## src/rtl/ascon_pkg.sv

```systemverilog
// Shared types, command codes and permutation functions of the Ascon-128 AEAD core.
// No dependencies; imported by every module of the core and by its checker.
package ascon_pkg;

   localparam int unsigned LaneW  = 64;
   localparam int unsigned Lanes  = 5;
   localparam int unsigned Rounds = 12;
   localparam int unsigned RndW   = $clog2(Rounds);

   localparam logic [LaneW-1:0] IV_WORD = 64'h80400c0600000000;

   localparam logic [2:0] CMD_INIT     = 3'd0;
   localparam logic [2:0] CMD_ASSOC    = 3'd1;
   localparam logic [2:0] CMD_ENCRYPT  = 3'd2;
   localparam logic [2:0] CMD_DECRYPT  = 3'd3;
   localparam logic [2:0] CMD_FINALIZE = 3'd4;

   localparam logic [RndW-1:0] RND_FULL  = RndW'(0);
   localparam logic [RndW-1:0] RND_HALF  = RndW'(6);
   localparam logic [RndW-1:0] RND_LAST  = RndW'(Rounds - 1);

   localparam logic KIND_DATA = 1'b0;
   localparam logic KIND_TAG  = 1'b1;

   typedef logic [Lanes-1:0][LaneW-1:0] state_type;

   typedef enum logic [1:0] {
      ST_IDLE,
      ST_ROUND,
      ST_FINISH
   } ctrl_state_type;

   // controller to datapath
   typedef struct packed {
      logic load;
      logic round;
      logic finish;
   } dp_cmd_type;

   // datapath to controller
   typedef struct packed {
      logic assoc_closed;
      logic data_seen;
      logic last_round;
      logic has_result;
      logic out_free;
   } dp_stat_type;

   function automatic logic [LaneW-1:0] round_const(input logic [RndW-1:0] idx);
      logic [LaneW-1:0] c;
      unique case (idx)
         4'd0:    c = 64'hf0;
         4'd1:    c = 64'he1;
         4'd2:    c = 64'hd2;
         4'd3:    c = 64'hc3;
         4'd4:    c = 64'hb4;
         4'd5:    c = 64'ha5;
         4'd6:    c = 64'h96;
         4'd7:    c = 64'h87;
         4'd8:    c = 64'h78;
         4'd9:    c = 64'h69;
         4'd10:   c = 64'h5a;
         4'd11:   c = 64'h4b;
         default: c = '0;
      endcase
      return c;
   endfunction

   function automatic logic [LaneW-1:0] rotr(input logic [LaneW-1:0] v, input int unsigned n);
      return (v >> n) | (v << (LaneW - n));
   endfunction

   // One permutation round: constant addition, substitution layer, linear layer.
   function automatic state_type perm_round(input state_type s, input logic [LaneW-1:0] c);
      logic [LaneW-1:0] x0, x1, x2, x3, x4;
      logic [LaneW-1:0] t0, t1, t2, t3, t4;
      state_type        r;
      x0 = s[0]; x1 = s[1]; x2 = s[2] ^ c; x3 = s[3]; x4 = s[4];
      x0 = x0 ^ x4; x4 = x4 ^ x3; x2 = x2 ^ x1;
      t0 = ~x0 & x1; t1 = ~x1 & x2; t2 = ~x2 & x3; t3 = ~x3 & x4; t4 = ~x4 & x0;
      x0 = x0 ^ t1; x1 = x1 ^ t2; x2 = x2 ^ t3; x3 = x3 ^ t4; x4 = x4 ^ t0;
      x1 = x1 ^ x0; x0 = x0 ^ x4; x3 = x3 ^ x2; x2 = ~x2;
      r[0] = x0 ^ rotr(x0, 19) ^ rotr(x0, 28);
      r[1] = x1 ^ rotr(x1, 61) ^ rotr(x1, 39);
      r[2] = x2 ^ rotr(x2, 1)  ^ rotr(x2, 6);
      r[3] = x3 ^ rotr(x3, 10) ^ rotr(x3, 17);
      r[4] = x4 ^ rotr(x4, 7)  ^ rotr(x4, 41);
      return r;
   endfunction

endpackage

```

## src/rtl/ascon_ctrl.sv

```systemverilog
// Sequencer of the Ascon core: decides per transaction which steps the datapath runs.
// Depends on ascon_pkg.
module ascon_ctrl (
   input  logic                   clock,
   input  logic                   reset,
   input  logic                   req_valid,
   input  logic [2:0]             req_cmd,
   output logic                   req_stall,
   input  ascon_pkg::dp_stat_type stat,
   output ascon_pkg::dp_cmd_type  cmd
);
   import ascon_pkg::*;

   ctrl_state_type state_ff, state_in;
   logic           take;
   logic           drop;
   logic           skip_rounds;

   assign take = req_valid && (state_ff == ST_IDLE);

   // unknown codes and associated data after the phase closed leave everything alone
   assign drop = (req_cmd > CMD_FINALIZE) || ((req_cmd == CMD_ASSOC) && stat.assoc_closed);

   // the first data block goes straight to the output step
   assign skip_rounds = ((req_cmd == CMD_ENCRYPT) || (req_cmd == CMD_DECRYPT)) &&
                        !stat.data_seen;

   always_comb begin
      state_in = state_ff;
      unique case (state_ff)
         ST_IDLE: begin
            if (take && !drop) begin
               state_in = skip_rounds ? ST_FINISH : ST_ROUND;
            end
         end
         ST_ROUND: begin
            if (stat.last_round) begin
               state_in = ST_FINISH;
            end
         end
         ST_FINISH: begin
            if (!stat.has_result || stat.out_free) begin
               state_in = ST_IDLE;
            end
         end
         default: state_in = ST_IDLE;
      endcase
   end

   always_comb begin
      req_stall  = (state_ff != ST_IDLE);
      cmd.load   = take && !drop;
      cmd.round  = (state_ff == ST_ROUND);
      cmd.finish = (state_ff == ST_FINISH) && (!stat.has_result || stat.out_free);
   end

   always_ff @(posedge clock) begin
      if (reset) begin
         state_ff <= ST_IDLE;
      end else begin
         state_ff <= state_in;
      end
   end

endmodule

```

## src/rtl/ascon_dp.sv

```systemverilog
// Datapath of the Ascon core: state lanes, round unit, phase flags and result register.
// Depends on ascon_pkg.
module ascon_dp (
   input  logic                   clock,
   input  logic                   reset,
   input  ascon_pkg::dp_cmd_type  cmd,
   output ascon_pkg::dp_stat_type stat,
   input  logic [2:0]             req_cmd,
   input  logic [63:0]            req_word_a,
   input  logic [63:0]            req_word_b,
   input  logic [63:0]            key_high,
   input  logic [63:0]            key_low,
   output logic                   rsp_valid,
   input  logic                   rsp_stall,
   output logic                   rsp_out_kind,
   output logic [63:0]            rsp_out_word_a,
   output logic [63:0]            rsp_out_word_b,
   output logic                   rsp_tag_match
);
   import ascon_pkg::*;

   state_type        lanes_ff, lanes_in;
   logic             closed_ff, closed_in;
   logic             seen_ff, seen_in;
   logic [RndW-1:0]  rnd_ff, rnd_in;
   logic [2:0]       op_ff;
   logic [LaneW-1:0] wa_ff, wb_ff;
   logic             vld_ff, vld_in;
   logic             kind_ff;
   logic [LaneW-1:0] outa_ff, outb_ff;
   logic             match_ff;
   logic [LaneW-1:0] blk;
   logic [LaneW-1:0] tag_a, tag_b;
   logic             is_data;

   assign is_data = (op_ff == CMD_ENCRYPT) || (op_ff == CMD_DECRYPT);
   assign blk     = wa_ff ^ lanes_ff[0];
   assign tag_a   = lanes_ff[3] ^ key_high;
   assign tag_b   = lanes_ff[4] ^ key_low;

   always_comb begin
      lanes_in  = lanes_ff;
      closed_in = closed_ff;
      seen_in   = seen_ff;
      rnd_in    = rnd_ff;
      if (cmd.load) begin
         unique case (req_cmd)
            CMD_INIT: begin
               lanes_in  = {req_word_b, req_word_a, key_low, key_high, IV_WORD};
               closed_in = 1'b0;
               seen_in   = 1'b0;
               rnd_in    = RND_FULL;
            end
            CMD_ASSOC: begin
               lanes_in[0] = lanes_ff[0] ^ req_word_a;
               rnd_in      = RND_HALF;
            end
            CMD_FINALIZE: begin
               lanes_in[1] = lanes_ff[1] ^ key_high;
               lanes_in[2] = lanes_ff[2] ^ key_low;
               lanes_in[4] = lanes_ff[4] ^ {{(LaneW-1){1'b0}}, !closed_ff};
               closed_in   = 1'b1;
               rnd_in      = RND_FULL;
            end
            default: begin
               lanes_in[4] = lanes_ff[4] ^ {{(LaneW-1){1'b0}}, !closed_ff};
               closed_in   = 1'b1;
               rnd_in      = RND_HALF;
            end
         endcase
      end else if (cmd.round) begin
         lanes_in = perm_round(lanes_ff, round_const(rnd_ff));
         rnd_in   = rnd_ff + RndW'(1);
      end else if (cmd.finish) begin
         if ((op_ff == CMD_INIT) || (op_ff == CMD_FINALIZE)) begin
            lanes_in[3] = tag_a;
            lanes_in[4] = tag_b;
         end else if (is_data) begin
            lanes_in[0] = (op_ff == CMD_ENCRYPT) ? blk : wa_ff;
            seen_in     = 1'b1;
         end
      end
   end

   // result register: load on a finishing data or tag step, drop once taken
   assign vld_in = (cmd.finish && (is_data || (op_ff == CMD_FINALIZE))) ||
                   (vld_ff && rsp_stall);

   always_ff @(posedge clock) begin
      if (reset) begin
         lanes_ff  <= '0;
         closed_ff <= 1'b0;
         seen_ff   <= 1'b0;
         vld_ff    <= 1'b0;
      end else begin
         lanes_ff  <= lanes_in;
         closed_ff <= closed_in;
         seen_ff   <= seen_in;
         vld_ff    <= vld_in;
      end
   end

   always_ff @(posedge clock) begin
      rnd_ff <= rnd_in;
      if (cmd.load) begin
         op_ff <= req_cmd;
         wa_ff <= req_word_a;
         wb_ff <= req_word_b;
      end
      if (cmd.finish && is_data) begin
         kind_ff  <= KIND_DATA;
         outa_ff  <= blk;
         outb_ff  <= '0;
         match_ff <= 1'b0;
      end else if (cmd.finish && (op_ff == CMD_FINALIZE)) begin
         kind_ff  <= KIND_TAG;
         outa_ff  <= tag_a;
         outb_ff  <= tag_b;
         match_ff <= (tag_a == wa_ff) && (tag_b == wb_ff);
      end
   end

   always_comb begin
      stat.assoc_closed = closed_ff;
      stat.data_seen    = seen_ff;
      stat.last_round   = (rnd_ff == RND_LAST);
      stat.has_result   = is_data || (op_ff == CMD_FINALIZE);
      stat.out_free     = !vld_ff || !rsp_stall;
   end

   assign rsp_valid      = vld_ff;
   assign rsp_out_kind   = kind_ff;
   assign rsp_out_word_a = outa_ff;
   assign rsp_out_word_b = outb_ff;
   assign rsp_tag_match  = match_ff;

endmodule

```

## src/rtl/ascon_aead_core.sv

```systemverilog
// Top level of the Ascon-128 AEAD core: key registers, APB-style port, sequencer and datapath.
// Depends on ascon_pkg, ascon_ctrl and ascon_dp.
//
// Usage
//   Write the key over the csr_ port (key_high at byte 0, key_low at byte 8, 64-bit data)
//   while the core is idle. Then send transactions on the req_ channel: init with the
//   nonce in word_a:word_b, associated blocks, encrypt or decrypt blocks, then finalize
//   with the expected tag. Encrypt, decrypt and finalize each return one transaction on
//   the rsp_ channel; init, associated blocks and unknown commands return nothing.
// Sequencing
//   The core works on one transaction at a time; the single round unit runs one round per
//   cycle. A transaction occupies the core for a load step, its rounds (12 for init and
//   finalize, 6 for associated blocks and later data blocks, none for the first data block)
//   and an output step. The result shows on rsp_ the cycle after the output step.
//   Dropped commands start no rounds and no output step.
// Reset
//   Synchronous reset clears the lanes, the phase flags, the keys and rsp_valid.
// Back-pressure
//   The result register holds while rsp_stall is high; the core still accepts the next
//   transaction and runs its rounds, holding only at its output step until the slot frees.
module ascon_aead_core (
   input  logic        clock,
   input  logic        reset,
   // request channel
   input  logic        req_valid,
   output logic        req_stall,
   input  logic [2:0]  req_cmd,
   input  logic [63:0] req_word_a,
   input  logic [63:0] req_word_b,
   // response channel
   output logic        rsp_valid,
   input  logic        rsp_stall,
   output logic        rsp_out_kind,
   output logic [63:0] rsp_out_word_a,
   output logic [63:0] rsp_out_word_b,
   output logic        rsp_tag_match,
   // register port
   input  logic        csr_psel,
   input  logic        csr_penable,
   input  logic        csr_pwrite,
   input  logic [3:0]  csr_paddr,
   input  logic [63:0] csr_pwdata,
   output logic [63:0] csr_prdata,
   output logic        csr_pready
);
   import ascon_pkg::*;

   logic [LaneW-1:0] key_high_ff;
   logic [LaneW-1:0] key_low_ff;
   logic             csr_wr;
   dp_cmd_type       dp_cmd;
   dp_stat_type      dp_stat;

   // Registers sit every 8 bytes; decode on address bit 3 alone.
   assign csr_pready = 1'b1;
   assign csr_wr     = csr_psel && csr_penable && csr_pwrite && csr_pready;
   assign csr_prdata = csr_paddr[3] ? key_low_ff : key_high_ff;

   always_ff @(posedge clock) begin
      if (reset) begin
         key_high_ff <= '0;
         key_low_ff  <= '0;
      end else if (csr_wr) begin
         if (csr_paddr[3]) begin
            key_low_ff <= csr_pwdata;
         end else begin
            key_high_ff <= csr_pwdata;
         end
      end
   end

   ascon_ctrl u_ctrl (
      .clock     (clock),
      .reset     (reset),
      .req_valid (req_valid),
      .req_cmd   (req_cmd),
      .req_stall (req_stall),
      .stat      (dp_stat),
      .cmd       (dp_cmd)
   );

   ascon_dp u_dp (
      .clock          (clock),
      .reset          (reset),
      .cmd            (dp_cmd),
      .stat           (dp_stat),
      .req_cmd        (req_cmd),
      .req_word_a     (req_word_a),
      .req_word_b     (req_word_b),
      .key_high       (key_high_ff),
      .key_low        (key_low_ff),
      .rsp_valid      (rsp_valid),
      .rsp_stall      (rsp_stall),
      .rsp_out_kind   (rsp_out_kind),
      .rsp_out_word_a (rsp_out_word_a),
      .rsp_out_word_b (rsp_out_word_b),
      .rsp_tag_match  (rsp_tag_match)
   );

endmodule

```

## config.mk

```make
export PLATFORM = sky130hd
export DESIGN_NAME = ascon_aead_core
export DESIGN_NICKNAME = d
export VERILOG_FILES = /design/src/rtl/ascon_pkg.sv /design/src/rtl/ascon_ctrl.sv /design/src/rtl/ascon_dp.sv /design/src/rtl/ascon_aead_core.sv
export SDC_FILE = /design/constraint.sdc
export NUM_CORES = 2
export LEC_CHECK = 0
export BUFFER_PORTS_ARGS = -buffer_cell sky130_fd_sc_hd__buf_2
export CAP_MARGIN = 15
export CORE_UTILIZATION = 51
export DETAILED_ROUTE_END_ITERATION = 10
export PLACE_DENSITY = 0.81
export RECOVER_POWER = 50
export SLEW_MARGIN = 25
export SYNTH_ARGS = -nofsm -noshare
export SYNTH_HDL_FRONTEND = slang
export SYNTH_HIERARCHICAL = 1
export SYNTH_SLANG_ARGS = --single-unit
```

## constraint.sdc

```tcl
create_clock -name clock -period 9.5 [get_ports clock]
set_input_delay 1.425 -clock clock [delete_from_list [all_inputs] [get_ports clock]]
set_output_delay 1.425 -clock clock [all_outputs]
set_load 0.1 [all_outputs]
```

Word level (Yosys, flattened, before mapping):

Memories as Yosys holds them, arrays and structs flattened. A register that Yosys moved wholly into a read port is not among the register bits.
Cells that the tools add are included.

* register bits after elaboration: 718
* memory bits (read-only): 128
* input bits: 206
* output and inout bits: 197
* word-level logic and storage cells: 178
* memories kept: 1

Memories
* (no name shown): words 16, width 8, read ports 1, clocked after Yosys merged registers in 1, wr ports 0, line ascon_pkg.sv:51 `unique case (idx)`

* $add $sub $neg: 1
* magnitude comparators: 1
* equality and inequality tests: 22
* mux-type cells: 35
* bitwise gates (word level): 52
* reductions and logical operators: 47

Operators with widths (number)
* bitwise XOR 64 bit: 28
* two-way mux 64 bit: 11
* two-way mux 128 bit: 4
* inverter 64 bit: 6
* AND 64 bit: 5
* two-way mux 320 bit: 1
* one-hot mux 128 bit (2 select lines): 1
* one-hot mux 64 bit (2 select lines): 2
* equality test 64 bit: 2
* bitwise OR 23 x 64 -> 64 bit: 1
* bitwise OR 25 x 64 -> 64 bit: 1
* bitwise OR 3 x 64 -> 64 bit: 1
* bitwise OR 36 x 64 -> 64 bit: 1
* bitwise OR 45 x 64 -> 64 bit: 1
* bitwise OR 47 x 64 -> 64 bit: 1
* bitwise OR 54 x 64 -> 64 bit: 1
* bitwise OR 57 x 64 -> 64 bit: 1
* bitwise OR 58 x 64 -> 64 bit: 1
* bitwise OR 63 x 64 -> 64 bit: 1
* bitwise XOR 64 x 1 -> 64 bit: 1
* equality test 3 x 2 -> 1 bit (second input constant): 4
* logical AND 1 bit: 12
* two-way mux 4 bit: 3
* nonzero test 2 bit: 5
* other kinds (27): 63

Logic depth before layout (Yosys ltp):

* depth in word-level cells: 17
* mapped depth: 13
* depth with buffers taken out: 10

By module:

Netlist, hierarchy kept.

Modules (own cells, without submodules)
* ascon_dp: times used 1, cells each 5279, area an instance 45149.6 sq um, sequential area each 13763.2 sq um
* ascon_aead_core: times used 1, cells each 560, area an instance 6014.5 sq um, sequential area each 2562.5 sq um
* ascon_ctrl: times used 1, cells each 19, area an instance 163.9 sq um, sequential area each 40.0 sq um

Least setup slack after synthesis:

No wires, ideal clock.

* path type: input port to flip-flop
* start: input port req_valid
* end: register u_dp/lanes_ff[10] (netlist bit)
* setup time: 0.136 ns
* data arrival time: 10.199 ns
* required time: 9.364 ns
* slack: -0.835 ns
* stages: 11
* buffers on the path: 3
* path through: nor2b_1 > a22o_1 > nor2b_1 > nor2_1 > inv_1 > clkbuf_1 > buf_2 > buf_1 > o22ai_1 > a21oi_1 > o32ai_1

RTL lines
* start: declaration: line ascon_aead_core.sv:25 `input logic req_valid,`
* end signal: assignment: line ascon_dp.sv:96 `lanes_ff <= lanes_in;`
* end: declaration: line ascon_dp.sv:22 `state_type lanes_ff, lanes_in;`

==> results.py <==
metrics = {
    "global_route": {
        "grt_max_degree": 172,
        "grt_pass1_vias": 43300,
        "grt-ovfl-total": 0,
        "grt_pass1_wl_um": 357000,
        "grt_usage_pct": 50.86,
        "antenna_found_initial": 21,
    },
    "route": {
        "wl_per_cell_um": 35.77,
        "wl_met1_um": 100100,
        "vias_per_cell": 6.607,
        "drtIter0Drc": 9136,
        "antenna_left": 0,
        "drt_pass1_iterations": 11,
        "met2WireLength_um": 98540,
        "wl_met3_um": 46920,
        "top_layer": "met5",
        "drc": 0,
        "dr_total_vias": 49660,
        "finalWirelength_um": 268800,
    },
    "logic_synthesis": {
        "synth.cell_area_um2": 51330,
        "syn_nets": 6193,
        "ys_ff_latch": 718,
        "synth_edf_count": 199,
        "async_flop_share_pct": 0,
        "syn_area_per_cell_um2": 8.762,
        "netlist_instances": 5858,
        "synthFlopType": "dfxtp_1",
        "synthDistinctLibCells": 73,
        "synth_warnings": 6,
        "ys_seq_area_share_pct": 31.88,
    },
    "finish": {
        "fin_nets": 6467,
        "area_growth_pct": 13.06,
        "layout-drive-gt1-share_pct": 11.09,
        "fin_area_um2": 58030,
    },
    "placement": {
        "gp_congestion": 1.186,
        "port_buffers": 398,
        "hpwl_um": 208700,
        "placedInstanceArea_um2": 55090,
    },
    "timing": {
        "fmax_mhz": 138.1,
        "fin_setup_tns_ns": 0,
        "period_share_pct": 76.25,
        "report.final.slew_viol_count": 512,
        "hold_viol": 0,
        "final.min_clock_period_ns": 7.244,
        "tightest_slew_ns": 5.952,
        "clock-skew-final_ns": 0.03157,
        "relSlewSlack_pct": -296.8,
        "finalSetupViolations": 0,
        "hold_ws_ns": 0.4459,
        "rsz0062_at_grt": "no",
    },
    "clock_network": {
        "cts_num_sinks": 718,
        "cts_buffer_depth": 3,
        "cts_buffers": 86,
        "cts_tree": "done",
        "path_clk_slew_ns": 0.06,
        "clock_latency_ns": 0.70,
        "cts_root_buf": "clkbuf_16",
        "ctsHoldBuffers": 0,
        "post_cts.repair.setup_buffers": 0,
        "cts_resized": 0,
        "htree_levels": 3,
    },
    "worst_setup_path": {
        "worstPathRequired_ns": 10.04,
        "crit_type": "primary input to register",
        "slowest_stage": "clkbuf_1",
        "critPathMaxFanout": 101,
        "startpoint_type": "primary input",
        "max_stage_delay_ns": 4.07,
        "critPathArrivalTime_ns": 7.78,
        "worstPathCellList": "clkbuf_1 -> clkbuf_2 -> nand2b_1 -> mux2i_1",
        "end_kind": "register",
    },
    "power": {
        "finalPower_mw": 27.87,
        "power.leakage_nw": 20.50,
        "power.density_nw_per_um2": 480.3,
        "ir_worst_vdd_uv": 285.3,
    },
    "floorplanning": {
        "ios": 403,
        "dieArea_um2": 101900,
        "die_w_um": 319.2,
        "num_rows": 116,
        "core_um2": 99860,
        "start_util_pct": 51.40,
        "die_h_um": 319.2,
    },
    "flow_run": {
        "cap_violations": 8,
    },
    "status": {
        "run_status": "complete, but fails checks",
        "violations": "max-capacitance violations, max-slew violations",
    },
    "min_path": {
        "hold_class": "register to register",
    },
}
-- flip-flops by register name, summed over array words and instances, names as in the netlist, 2 cells and up --
signal and flops:
u_ctrl/state_ff 2, u_dp/wa_ff 64, key_high_ff 64, key_low_ff 64, u_dp/rnd_ff 4, u_dp/rsp_out_word_b 64, u_dp/lanes_ff 320, u_dp/rsp_out_word_a 64
u_dp/wb_ff 64, u_dp/op_ff 3
-- cell families (layout without fill, tap and decap cells) --
| family | count (synthesis) | count (layout) | share of synthesized area (%) |
|---|---|---|---|
| AO/OA/AOI/OAI | 1414 | 1414 | 17.39 |
| XOR/XNOR | 1404 | 1404 | 25.27 |
| adder cells (fa/ha/maj) | 163 | 163 | 3.810 |
| buffers and inverters | 618 | 964 | 4.841 |
| flip-flops | 718 | 718 | 31.88 |
| multiplexers | 248 | 248 | 4.992 |
| other | 1 | 14 | 0.007306 |
| AND/OR/NAND/NOR | 1292 | 1292 | 11.80 |
-- Yosys cell counts (6+ instances only) --
library cell	instances	area, µm²
a211oi_1	185	1389
a21oi_1	282	1411
a221oi_1	152	1331
a222oi_1	33	330.3
a22oi_1	64	480.5
a31oi_1	7	43.79
and2_1	6	37.54
and3_1	12	75.07
buf_1	42	157.7
buf_2	79	395.4
buf_4	7	52.55
clkbuf_1	252	945.9
dfxtp_1	519	10390
edfxtp_1	199	5976
ha_1	129	1614
inv_1	225	844.6
inv_2	8	30.03
maj3_1	33	330.3
mux2_2	64	720.7
mux2i_1	184	1842
nand2_1	361	1355
nand2b_1	199	1245
nand3_1	139	695.7
nand3b_1	22	165.2
nand4_1	15	93.84
nor2_1	398	1494
nor3_1	46	230.2
nor3b_1	44	330.3
nor4_1	22	137.6
o211a_1	13	130.1
o211ai_1	31	232.7
o21a_1	12	90.09
o21ai_0	394	1972
o21ai_1	118	590.6
o221ai_1	7	61.31
o22ai_1	69	431.7
o32ai_1	6	52.55
or2_2	14	87.58
xnor2_1	985	8627
xnor2_2	68	1106
xnor3_1	7	157.7
xor2_1	338	2960
-- per-stage QoR --
step                      cells  utilization, %  worst slack (ns)
after floorplan            5858               -             2.120
after global placement     7339           55.01             3.263
after detailed placement   7339           55.17             3.219
after CTS                  7499           58.28             3.969
after global routing       7503           58.09             2.266
final                      7515           58.12             2.256
-- cells in the final DEF (no fill, tap or decap), drive strengths merged, types with 15 or more instances in the layout --
cell	instances
nand3	139
a21oi	282
nand4	15
o21ai	513
clkinv	23
maj3	34
nor2	398
xor2	344
edfxtp	199
o211ai	31
inv	233
nand3b	22
nor3b	45
nor3	47
ha	129
clkbuf	389
nand2b	199
mux2i	184
o22ai	69
a22oi	64
dfxtp	519
xnor2	1053
nor4	22
a221oi	153
a211oi	186
mux2	64
buf	301
a222oi	33
nand2	362
-- area by class of cell --
type	instances	area (µm²)
timing repair buffer	571	3034
inverter	233	879.6
tap	1298	1624
fill	9084	41820
antenna	13	32.53
sequential	718	16370
clock inverter	41	584.3
clock buffer	119	2524
multi-input combinational	4522	32990
-- where the power goes --
part / switching (mW) / internal [mW]
sequential: 0.742 / 3.72
combinational: 13.3 / 6.38
clock: 1.51 / 2.22
total: 15.6 / 12.3
-- critical path, delay by kind of cell --
| kind | cells | cell delay, ns |
|---|---|---|
| buffers and inverters | 2 | 5.85 |
| muxes | 1 | 0.09 |
| and+or+nand+nor | 1 | 0.28 |
-- layer usage --
metal,vias to the layer above,global-route usage (%)
met2,4284,64.89
li1,20970,-
met4,16,36.09
met1,23510,65.71
met3,870,24.50
met5,-,0
-- final timing paths --
kind / startpoint / end / slack (ns) / cells after the start
worst min-delay path: u_dp/rsp_out_kind / u_dp/rsp_out_kind / 0.45 / 2
worst min register to register: u_dp/rsp_out_kind / u_dp/rsp_out_kind / 0.45 / 2
worst max register to register: u_dp/op_ff[1] / u_dp/lanes_ff[26] / 3.00 / 9
worst max-delay path: reset / key_low_ff[2] / 2.26 / 4
Note: power is estimated with default switching activity, not from simulation.
